**src/rtl/dttfp_pkg.sv**
```systemverilog
// Shared types and constants for the decimal text to fixed point converter.
// Used by dttfp_ctrl, dttfp_dp and the top level. No dependencies.
`default_nettype none

package dttfp_pkg;

    localparam int INT_W    = 27;
    localparam int OUT_W    = 32;
    localparam int CHAR_W   = 8;
    localparam int CNT_W    = 3;
    localparam int QUO_W    = 4;
    localparam int BIT_W    = 2;

    localparam logic [INT_W-1:0]  INT_SAT    = '1;
    localparam logic [CHAR_W-1:0] CHAR_MINUS = 8'h2D;
    localparam logic [CHAR_W-1:0] CHAR_POINT = 8'h2E;
    localparam logic [CHAR_W-1:0] CHAR_ZERO  = 8'h30;
    localparam logic [CHAR_W-1:0] CHAR_NINE  = 8'h39;

    localparam int SHIFT_FINE   = 4;
    localparam int SHIFT_COARSE = 1;

    // Commands from the controller to the datapath
    typedef struct packed {
        logic             accept_char;
        logic             start_div;
        logic             div_step;
        logic [BIT_W-1:0] div_bit;
        logic             load_out;
    } dttfp_cmd_t;

    // Status from the datapath to the controller
    typedef struct packed {
        logic is_term;
    } dttfp_stat_t;

    function automatic logic [31:0] pow10(input logic [CNT_W-1:0] k);
        logic [31:0] p;
        unique case (k)
            3'd0:    p = 32'd1;
            3'd1:    p = 32'd10;
            3'd2:    p = 32'd100;
            3'd3:    p = 32'd1000;
            3'd4:    p = 32'd10000;
            3'd5:    p = 32'd100000;
            3'd6:    p = 32'd1000000;
            default: p = 32'd10000000;
        endcase
        return p;
    endfunction

endpackage

`default_nettype wire

```
**src/rtl/dttfp_ctrl.sv**
```systemverilog
// Controller for the decimal text to fixed point converter: handshakes,
// divide sequencing and output register valid. Depends on dttfp_pkg.
`default_nettype none

module dttfp_ctrl (
    input  wire logic               aclk,
    input  wire logic               aresetn,
    input  wire logic               s_valid,
    output logic                    s_ready,
    output logic                    m_valid,
    input  wire logic               m_ready,
    input  dttfp_pkg::dttfp_stat_t  stat,
    output dttfp_pkg::dttfp_cmd_t   cmd
);
    import dttfp_pkg::*;

    typedef enum logic [2:0] {
        ST_ACCEPT = 3'b001,
        ST_DIV    = 3'b010,
        ST_LOAD   = 3'b100
    } state_t;

    state_t           state_reg, state_next;
    logic [BIT_W-1:0] bit_reg, bit_next;
    logic             m_valid_reg, m_valid_next;
    logic             accept, out_free;

    assign s_ready  = (state_reg == ST_ACCEPT);
    assign m_valid  = m_valid_reg;
    assign accept   = s_valid && s_ready;
    assign out_free = !m_valid_reg || m_ready;

    always_comb begin
        state_next      = state_reg;
        bit_next        = bit_reg;
        m_valid_next    = m_valid_reg && !m_ready;
        cmd.accept_char = 1'b0;
        cmd.start_div   = 1'b0;
        cmd.div_step    = 1'b0;
        cmd.div_bit     = bit_reg;
        cmd.load_out    = 1'b0;
        unique case (state_reg)
            ST_ACCEPT: begin
                if (accept) begin
                    if (stat.is_term) begin
                        cmd.start_div = 1'b1;
                        bit_next      = '1;
                        state_next    = ST_DIV;
                    end else begin
                        cmd.accept_char = 1'b1;
                    end
                end
            end
            ST_DIV: begin
                cmd.div_step = 1'b1;
                bit_next     = bit_reg - 1'b1;
                if (bit_reg == '0) begin
                    state_next = ST_LOAD;
                end
            end
            ST_LOAD: begin
                if (out_free) begin
                    cmd.load_out = 1'b1;
                    m_valid_next = 1'b1;
                    state_next   = ST_ACCEPT;
                end
            end
            default: begin
                state_next = ST_ACCEPT;
            end
        endcase
    end

    always_ff @(posedge aclk) begin
        if (!aresetn) begin
            state_reg   <= ST_ACCEPT;
            bit_reg     <= '0;
            m_valid_reg <= 1'b0;
        end else begin
            state_reg   <= state_next;
            bit_reg     <= bit_next;
            m_valid_reg <= m_valid_next;
        end
    end

endmodule

`default_nettype wire

```
**src/rtl/dttfp_dp.sv**
```systemverilog
// Datapath for the decimal text to fixed point converter: character decode,
// accumulators, restoring fraction divider, output register. Uses dttfp_pkg.
`default_nettype none

module dttfp_dp #(
    parameter int MAX_FRAC_DIGITS = 4
) (
    input  wire logic                          aclk,
    input  wire logic                          aresetn,
    input  wire logic [dttfp_pkg::CHAR_W-1:0]  s_char_code,
    input  wire logic                          cfg_wr_en,
    input  wire logic                          cfg_wr_data,
    input  dttfp_pkg::dttfp_cmd_t              cmd,
    output dttfp_pkg::dttfp_stat_t             stat,
    output logic signed [dttfp_pkg::OUT_W-1:0] m_value,
    output logic                               m_had_digits
);
    import dttfp_pkg::*;

    localparam int FW = $clog2(10 ** MAX_FRAC_DIGITS);       // fraction accumulator
    localparam int DW = $clog2(10 ** MAX_FRAC_DIGITS + 1);   // largest divisor
    localparam int W  = ((FW > DW) ? FW : DW) + QUO_W;       // divider width

    // number state
    logic [INT_W-1:0] int_reg, int_next;
    logic [FW-1:0]    frac_reg, frac_next;
    logic [CNT_W-1:0] cnt_reg, cnt_next;
    logic             in_frac_reg, in_frac_next;
    logic             neg_reg, neg_next;
    logic             start_reg, start_next;
    logic             seen_reg, seen_next;
    logic             coarse_reg;

    // divider
    logic [W-1:0]     rem_reg, rem_next;
    logic [DW-1:0]    div_reg, div_next;
    logic [QUO_W-1:0] q_reg, q_next;

    // output
    logic signed [OUT_W-1:0] value_reg, value_next;
    logic                    had_reg;

    logic             is_digit, is_minus, is_point;
    logic [3:0]       digit;
    logic [INT_W+3:0] int_prod;
    logic [FW+3:0]    frac_prod;
    logic [W-1:0]     trial;
    logic [OUT_W-1:0] mag;

    assign is_digit = (s_char_code >= CHAR_ZERO) && (s_char_code <= CHAR_NINE);
    assign is_minus = (s_char_code == CHAR_MINUS) && start_reg;
    assign is_point = (s_char_code == CHAR_POINT);
    assign digit    = 4'(s_char_code - CHAR_ZERO);
    assign stat.is_term = !(is_digit || is_minus || is_point);

    assign int_prod  = (INT_W+4)'({int_reg, 3'b000}) + (INT_W+4)'({int_reg, 1'b0})
                     + (INT_W+4)'(digit);
    assign frac_prod = (FW+4)'({frac_reg, 3'b000}) + (FW+4)'({frac_reg, 1'b0})
                     + (FW+4)'(digit);
    assign trial     = W'(div_reg) << cmd.div_bit;
    assign mag       = (coarse_reg ? (OUT_W'(int_reg) << SHIFT_COARSE)
                                   : (OUT_W'(int_reg) << SHIFT_FINE))
                     + OUT_W'(q_reg);

    always_comb begin
        int_next     = int_reg;
        frac_next    = frac_reg;
        cnt_next     = cnt_reg;
        in_frac_next = in_frac_reg;
        neg_next     = neg_reg;
        start_next   = start_reg;
        seen_next    = seen_reg;
        rem_next     = rem_reg;
        div_next     = div_reg;
        q_next       = q_reg;
        value_next   = value_reg;
        if (cmd.accept_char) begin
            start_next = 1'b0;
            priority if (is_minus) begin
                neg_next = 1'b1;
            end else if (is_digit) begin
                seen_next = 1'b1;
                if (in_frac_reg) begin
                    if (cnt_reg < CNT_W'(MAX_FRAC_DIGITS)) begin
                        frac_next = FW'(frac_prod);
                        cnt_next  = cnt_reg + 1'b1;
                    end
                end else begin
                    int_next = (int_prod > (INT_W+4)'(INT_SAT)) ? INT_SAT
                                                                : INT_W'(int_prod);
                end
            end else begin
                in_frac_next = 1'b1;
            end
        end
        if (cmd.start_div) begin
            rem_next = coarse_reg ? (W'(frac_reg) << SHIFT_COARSE)
                                  : (W'(frac_reg) << SHIFT_FINE);
            div_next = DW'(pow10(cnt_reg));
            q_next   = '0;
        end
        if (cmd.div_step && (rem_reg >= trial)) begin
            rem_next            = rem_reg - trial;
            q_next[cmd.div_bit] = 1'b1;
        end
        if (cmd.load_out) begin
            value_next   = neg_reg ? -$signed(mag) : $signed(mag);
            int_next     = '0;
            frac_next    = '0;
            cnt_next     = '0;
            in_frac_next = 1'b0;
            neg_next     = 1'b0;
            start_next   = 1'b1;
            seen_next    = 1'b0;
        end
    end

    always_ff @(posedge aclk) begin
        if (!aresetn) begin
            int_reg     <= '0;
            frac_reg    <= '0;
            cnt_reg     <= '0;
            in_frac_reg <= 1'b0;
            neg_reg     <= 1'b0;
            start_reg   <= 1'b1;
            seen_reg    <= 1'b0;
            coarse_reg  <= 1'b0;
        end else begin
            int_reg     <= int_next;
            frac_reg    <= frac_next;
            cnt_reg     <= cnt_next;
            in_frac_reg <= in_frac_next;
            neg_reg     <= neg_next;
            start_reg   <= start_next;
            seen_reg    <= seen_next;
            if (cfg_wr_en) begin
                coarse_reg <= cfg_wr_data;
            end
        end
    end

    // payload registers, no reset
    always_ff @(posedge aclk) begin
        rem_reg   <= rem_next;
        div_reg   <= div_next;
        q_reg     <= q_next;
        value_reg <= value_next;
        if (cmd.load_out) begin
            had_reg <= seen_reg;
        end
    end

    assign m_value      = value_reg;
    assign m_had_digits = had_reg;

endmodule

`default_nettype wire

```
**src/rtl/decimal_text_to_fixed_point.sv**
```systemverilog
// Top level of the decimal text to fixed point converter.
// Instantiates dttfp_ctrl and dttfp_dp; uses dttfp_pkg.
`default_nettype none

// Converts decimal text, one character per transaction, into a signed
// fixed-point value with 4 fraction bits (1 bit when coarse_mode is set).
// Digits, a point and a leading minus are accepted and produce no
// result. Any other character ends the number: the fraction is divided by
// 10^k in a 4-step restoring divider, one quotient bit per cycle, then the
// result is loaded into the output register, so s_ready stays low from a
// taken terminating character through the divide and the load, plus any
// time the previous result still waits on m_ready. The integer part
// saturates at 2^27-1. coarse_mode is written through cfg_wr_en/cfg_wr_data;
// the user must write it only while idle, as the block does not enforce it.
module decimal_text_to_fixed_point #(
    parameter int MAX_FRAC_DIGITS = 4
) (
    input  wire logic                          aclk,
    input  wire logic                          aresetn,
    input  wire logic                          s_valid,
    output logic                               s_ready,
    input  wire logic [dttfp_pkg::CHAR_W-1:0]  s_char_code,
    output logic                               m_valid,
    input  wire logic                          m_ready,
    output logic signed [dttfp_pkg::OUT_W-1:0] m_value,
    output logic                               m_had_digits,
    input  wire logic                          cfg_wr_en,
    input  wire logic                          cfg_wr_data
);
    import dttfp_pkg::*;

    dttfp_cmd_t  cmd;
    dttfp_stat_t stat;

    dttfp_ctrl u_ctrl (
        .aclk    (aclk),
        .aresetn (aresetn),
        .s_valid (s_valid),
        .s_ready (s_ready),
        .m_valid (m_valid),
        .m_ready (m_ready),
        .stat    (stat),
        .cmd     (cmd)
    );

    dttfp_dp #(
        .MAX_FRAC_DIGITS (MAX_FRAC_DIGITS)
    ) u_dp (
        .aclk         (aclk),
        .aresetn      (aresetn),
        .s_char_code  (s_char_code),
        .cfg_wr_en    (cfg_wr_en),
        .cfg_wr_data  (cfg_wr_data),
        .cmd          (cmd),
        .stat         (stat),
        .m_value      (m_value),
        .m_had_digits (m_had_digits)
    );

endmodule

`default_nettype wire
```
**config.mk**
```make
export PLATFORM = sky130hd
export DESIGN_NAME = decimal_text_to_fixed_point
export DESIGN_NICKNAME = d
export VERILOG_FILES = /design/src/rtl/dttfp_pkg.sv /design/src/rtl/dttfp_ctrl.sv /design/src/rtl/dttfp_dp.sv /design/src/rtl/decimal_text_to_fixed_point.sv
export SDC_FILE = /design/constraint.sdc
export NUM_CORES = 1
export LEC_CHECK = 0
export BUFFER_PORTS_ARGS = -buffer_cell sky130_fd_sc_hd__buf_2
export CORE_MARGIN = 5
export CORE_UTILIZATION = 50
export CTS_CLUSTER_SIZE = 14
export DETAILED_ROUTE_END_ITERATION = 10
export HOLD_SLACK_MARGIN = 0.15
export PLACE_DENSITY = 0.77
export SETUP_SLACK_MARGIN = 0.2
export SLEW_MARGIN = 20
export SYNTH_ARGS = -nofsm -noshare
export SYNTH_HDL_FRONTEND = slang
export SYNTH_SLANG_ARGS = --single-unit
```
**constraint.sdc**
```tcl
create_clock -name aclk -period 6.9 [get_ports aclk]
set_clock_uncertainty 0.2 [all_clocks]
set_input_delay 1.38 -clock aclk [delete_from_list [all_inputs] [get_ports aclk]]
set_output_delay 1.38 -clock aclk [all_outputs]
set_load 0.02 [all_outputs]
```
Word-level counts from Yosys, hierarchy flattened:

Index checks and enable logic that the tools add are counted.

* magnitude comparators: 7
* multiplexer cells: 28
* reduce and logical (&&, ||, !) cells: 23
* $add $sub $neg: 10
* bitwise gates (word level): 5
* shift-type cells: 1
* equality and inequality tests: 15

Operators with widths (number)
* $pmux W14 S7: 1
* $mux W18: 3
* $add A32 B4 Y32: 1
* $mux W32: 1
* $neg A32 Y32: 1
* $add A30 B28 Y31: 1
* $add A31 B4 Y31: 1
* $gt A31 B27 Y1 const B: 1
* $mux W31: 1
* $mux W27: 1
* $ge A18 B18 Y1: 1
* $shl A14 B2 Y18: 1
* $sub A18 B18 Y18: 1
* $eq A8 B6 Y1 const B: 2
* $add A14 B14 Y14: 1
* $add A14 B4 Y14: 1
* $eq A3 B3 Y1 const B: 4
* $mux W3: 4
* $eq A3 B2 Y1 const B: 3
* $pmux W3 S3: 1
* $reduce_and A3 Y1: 3
* $ge A8 B6 Y1 const B: 1
* $le A8 B6 Y1 const B: 1
* $mux W1: 8
* other kinds (25): 45

* register bits: 124
* output and inout port bits: 35
* input port bits: 14
* logic and storage cells: 105

Depth between registers and ports, before layout:

* depth in word-level cells: 10
* mapped depth: 18
* mapped depth without buffers: 14

Modules after synthesis:

Synthesis repeated with hierarchy kept, for this count alone.

* cell total of the unflattened synthesis: 1191
* area total of the unflattened synthesis: 10607.7 µm²

By module, submodules not included
* dttfp_dp: area each 10224.8 µm², cells each 1150, times used 1, seq. area each 2952.8 µm²
* dttfp_ctrl: area each 382.9 µm², cells each 41, times used 1, seq. area each 120.1 µm²

Worst setup path after synthesis:

OpenSTA, ideal clock, no wires.

* kind: input-to-reg
* from: input port s_char_code[3] (netlist name)
* to: register u_dp.int_reg[15]
* data required time: 6.581 ns
* arrival: 4.535 ns
* setup time: 0.119 ns
* stages on the path: 14
* path slack: 2.046 ns
* path buffers: 1
* path through: inv_1 > fa_1 > inv_1 > fa_1 > a211oi_1 > o21ai_1 > a21oi_2 > o2111ai_1 > o211ai_1 > o21ai_0 > a2111oi_2 > o31ai_4 > buf_4 > o221a_2

* word-level cells in the longest chain between the ends: 8
* elaborated cells on any way between the ends: 17
* classes of those cells: add/sub (2); order compare (3); eq/ne (2); mux (4); bitwise (1); reduce/logical (5)

Ends and longest elaborated chain
* start, declared: RTL line decimal_text_to_fixed_point.sv:22 `input wire logic [dttfp_pkg::CHAR_W-1:0] s_char_code,`
* parallel branches: the longest is 8 deep, another holds $add A31 B4 Y31
* end signal, assigned: RTL line dttfp_dp.sv:129 `int_reg <= int_next;`
* end, declared: RTL line dttfp_dp.sv:25 `logic [INT_W-1:0] int_reg, int_next;`

Parallel ways; which one is timed is not known.
A chain may end at the register's enable or synchronous reset.

Worst setup path after layout:

* from: input port s_char_code[3] (netlist name)
* to: register u_dp.int_reg[6]

The elaborated chain is that of the path after synthesis.

==> summary.md <==
| Metric | Value |
|---|---|
| Hold Startpoint | u_dp.seen_reg |
| Hold WS | 257 ps |
| First-pass GRT wire length | 40,500 um |
| Vias | 8,821 |
| # diodes | 0 |
| # fillers | 1,798 |
| Worst Tran Pin Value | 1100 ps |
| Synth Instances | 1,136 |
| Synthesis Warnings | 0 |
| Drt initial violations | 700 |
| Outcome | complete, no violations |
| Worst Hold Class | register to register |
| Core Area | 20,400 um2 |
| Nets | 1,288 |
| H-Tree Depth | 4 |
| CP Data Arrival Time | 5320 ps |
| Final setup margin | 1750 ps |
| Cell Pwr Density | 174 nW/um2 |
| Time the worst path needs with I/O delays and setup | 5150 ps |
| Sw Ratio | 0.301 |
| Largest net degree at the start of global routing | 73 |
| Clk slew on worst S/H paths | 70 ps |
| Rows | 52 |
| Most common cell after layout, fill and taps aside | ha_1 |
| Post-CTS setup buffer count | 0 |
| WHS Path Cells | 0 |
| GRT overflow | 0 |
| Clock share of power | 0.430 |
| Slew Limit Fails | 0 |
| DRC | 0 |
| Combinational power share | 0.164 |
| Fin area | 11,400 um2 |
| Crit path max fanout | 18 |
| Pre-CTS WS | 1360 ps |
| Initial Util | 0.511 |
| P_int | 1.39 mW |
| Total GRT Usage | 0.205 |
| Worst R2R End | u_dp.rem_reg[8] |
| Die area | 23,900 um2 |
| Area of the multi-input gates | 6980 um2 |
| Post-synth EDFFs | 63 |
| Peak VDD IR | 0.124 mV |
| Max Freq | 0.194 GHz |
| Root buffer cell | clkbuf_16 |
| Syn Nets | 1,261 |
| Post-DR wirelength/cell | 17.1 um |
| Clock net sink count | 122 |
| Sequential power share | 0.406 |
| Number of flip-flops under the largest register name | 32 |
| Seq/Total Area, Yosys | 0.294 |
| Critical path class | input port to register |
| Relative slew slack | 0.262 |
| Cts bufs inserted | 17 |
| FF-to-FF Start | u_ctrl.bit_reg[0] |
| Latest clock arrival within the worst-skew pair | 430 ps |
| Total negative slack | 0 ps |
| Cell Area, Placed | 10,800 um2 |
| Number of routed nets with antenna violations | 0 |
| Hold-fix buffers, CTS | 0 |
| Finished Layout Cells | 1,446 |
| Post-Route WL | 24,700 um |
| RSZ-0062 raised after global routing | no |
| Distinct cells, synth | 96 |
| First-pass DRT Iterations | 5 |
| Psw | 0.598 mW |
| Area grow syn2layout | 9.14% |
| Vias in the first global route | 8,197 |
| Worst hold path endpoint | u_dp.m_had_digits |
| Top Ports | 49 |
| Hold Fails Final Rpt | 0 |
| Die Y | 155 um |
| Max Cap Violations | 0 |
| Routed vias/inst | 6.10 |
| FF+latch count, synth | 122 |
| Post-cts sizing count | 0 |
| Routability Congestion | 0.913 |
| LEAKAGE | 4.87 nW |
| Post-synth ARST share | 0 |
| Setup-failing EPs final | 0 |
| Fraction of final layout cells with drive strength greater than 1 | 0.155 |
| Seq. cell area | 3070 um2 |
| R2r setup slk | 2150 ps |
| Final HPWL DP | 18,500 um |
| Die width | 155 um |
| # port buffers | 48 |
| Avg Cell Area, Syn | 9.19 um2 |
| TritonCTS clock tree | built |
| Worst Setup Start Kind | input port |
| Most frequent cells in the layout | 105 x ha_1, 104 x nand2_1, 81 x nor2_1, 81 x a21oi_1, 64 x xnor2_1 |
| Antenna violations before repair | 0 |
| Worst endpoint required time | 7070 ps |
| Placed cell count | 1,414 |
| Clk buf depth | 2 |
| Top FF cell, synth | edfxtp_1 |
| Post-Syn Area | 10,400 um2 |
| Final worst-path cycle share | 0.746 |
| Crit end category | register |
| R2R depth | 12 |
-- cells in the mapped netlist, drive strengths merged, types with 4 or more instances --
cell type	n	area (um2)
a22oi	4	40.0
a211oi	13	110
nand3	34	190
o211ai	6	45.0
nand2	105	397
mux2i	36	368
a31o	4	35.0
nand4	18	134
or2	8	50.1
nor2b	14	87.6
nand3b	5	50.1
a21boi	7	52.6
a31oi	13	81.3
o31ai	13	116
nand2b	8	50.1
nor3	21	138
nor3b	8	60.1
dfxtp	59	1180
or3	8	50.1
xnor2	65	577
buf	13	100
inv	44	165
o21bai	7	63.8
and3	16	100
a21oi	83	423
mux2	15	169
edfxtp	63	1890
a21o	30	225
fa	6	120
o21ai	59	303
nor4	8	62.6
and2	4	25.0
xor2	31	272
clkbuf	33	124
ha	105	1310
a211o	5	43.8
nor2	82	315
o221a	29	327
o21a	9	67.6
-- worst max-delay path by stage --
stage,from,end,slack (ps)
floorplan,s_char_code[3],u_dp.int_reg[15],2050
global placement,s_char_code[3],u_dp.int_reg[13],1460
detailed placement,s_char_code[3],u_dp.int_reg[3],1360
CTS,s_char_code[3],u_dp.int_reg[8],1790
global route,s_char_code[3],u_dp.int_reg[7],1470
finish,s_char_code[3],u_dp.int_reg[6],1750
-- per-stage QoR --
| step | utilization | power [mW] |
|---|---|---|
| 2_1_floorplan | - | 1.07 |
| 3_3_place_gp | 0.531 | 1.13 |
| 3_5_place_dp | 0.531 | 1.14 |
| 4_1_cts | 0.558 | 1.98 |
| 5_1_grt | 0.558 | 2.06 |
| 6_report | 0.558 | 1.99 |
-- logic make-up (layout without fill, tap and decap cells) --
logic type,count (synthesis),in the layout,share of synthesized area
flip-flops,122,122,0.294
multiplexers,54,54,0.0579
AND/OR/NAND/NOR,353,353,0.178
XOR/XNOR,96,96,0.0813
AO/OA/AOI/OAI,310,310,0.214
adder cells (fa/ha/maj),111,111,0.137
buffers and inverters,90,130,0.0373
-- critical path, stage by stage --
cell and delay (ps):
buf_2 130, inv_1 60, fa_1 530, inv_1 70, fa_1 490, a211oi_1 310
o21ai_1 160, a21oi_2 250, o21ai_1 160, a21o_1 220, a31oi_1 270, and4bb_2 300
o31ai_4 430, buf_4 340, o221a_2 220
-- power by group through the flow --
stage	Sequential, mW	Combinational [mW]	Clock [mW]
6_report	0.805	0.326	0.854
5_1_grt	0.808	0.360	0.894
4_1_cts	0.805	0.322	0.857
3_5_place_dp	0.820	0.318	0
3_3_place_gp	0.819	0.314	0
2_1_floorplan	0.807	0.263	0
-- per-layer routing --
metal,vias up,track usage,routed length (um)
met3,43,0.0358,1970
met2,347,0.317,10800
li1,4306,-,-
met1,4125,0.293,11500
met5,-,0,0
met4,0,0.0585,445
-- layout make-up --
cell class                      instances  area share
Sequential cell                       122       0.270
Timing Repair Buffer                   54      0.0250
Tap cell                              270      0.0296
Inverter                               44      0.0145
Clock inverter                         15      0.0108
Multi-Input combinational cell        924       0.613
Clock buffer                           17      0.0373
Power figures use the tool's default switching activity.
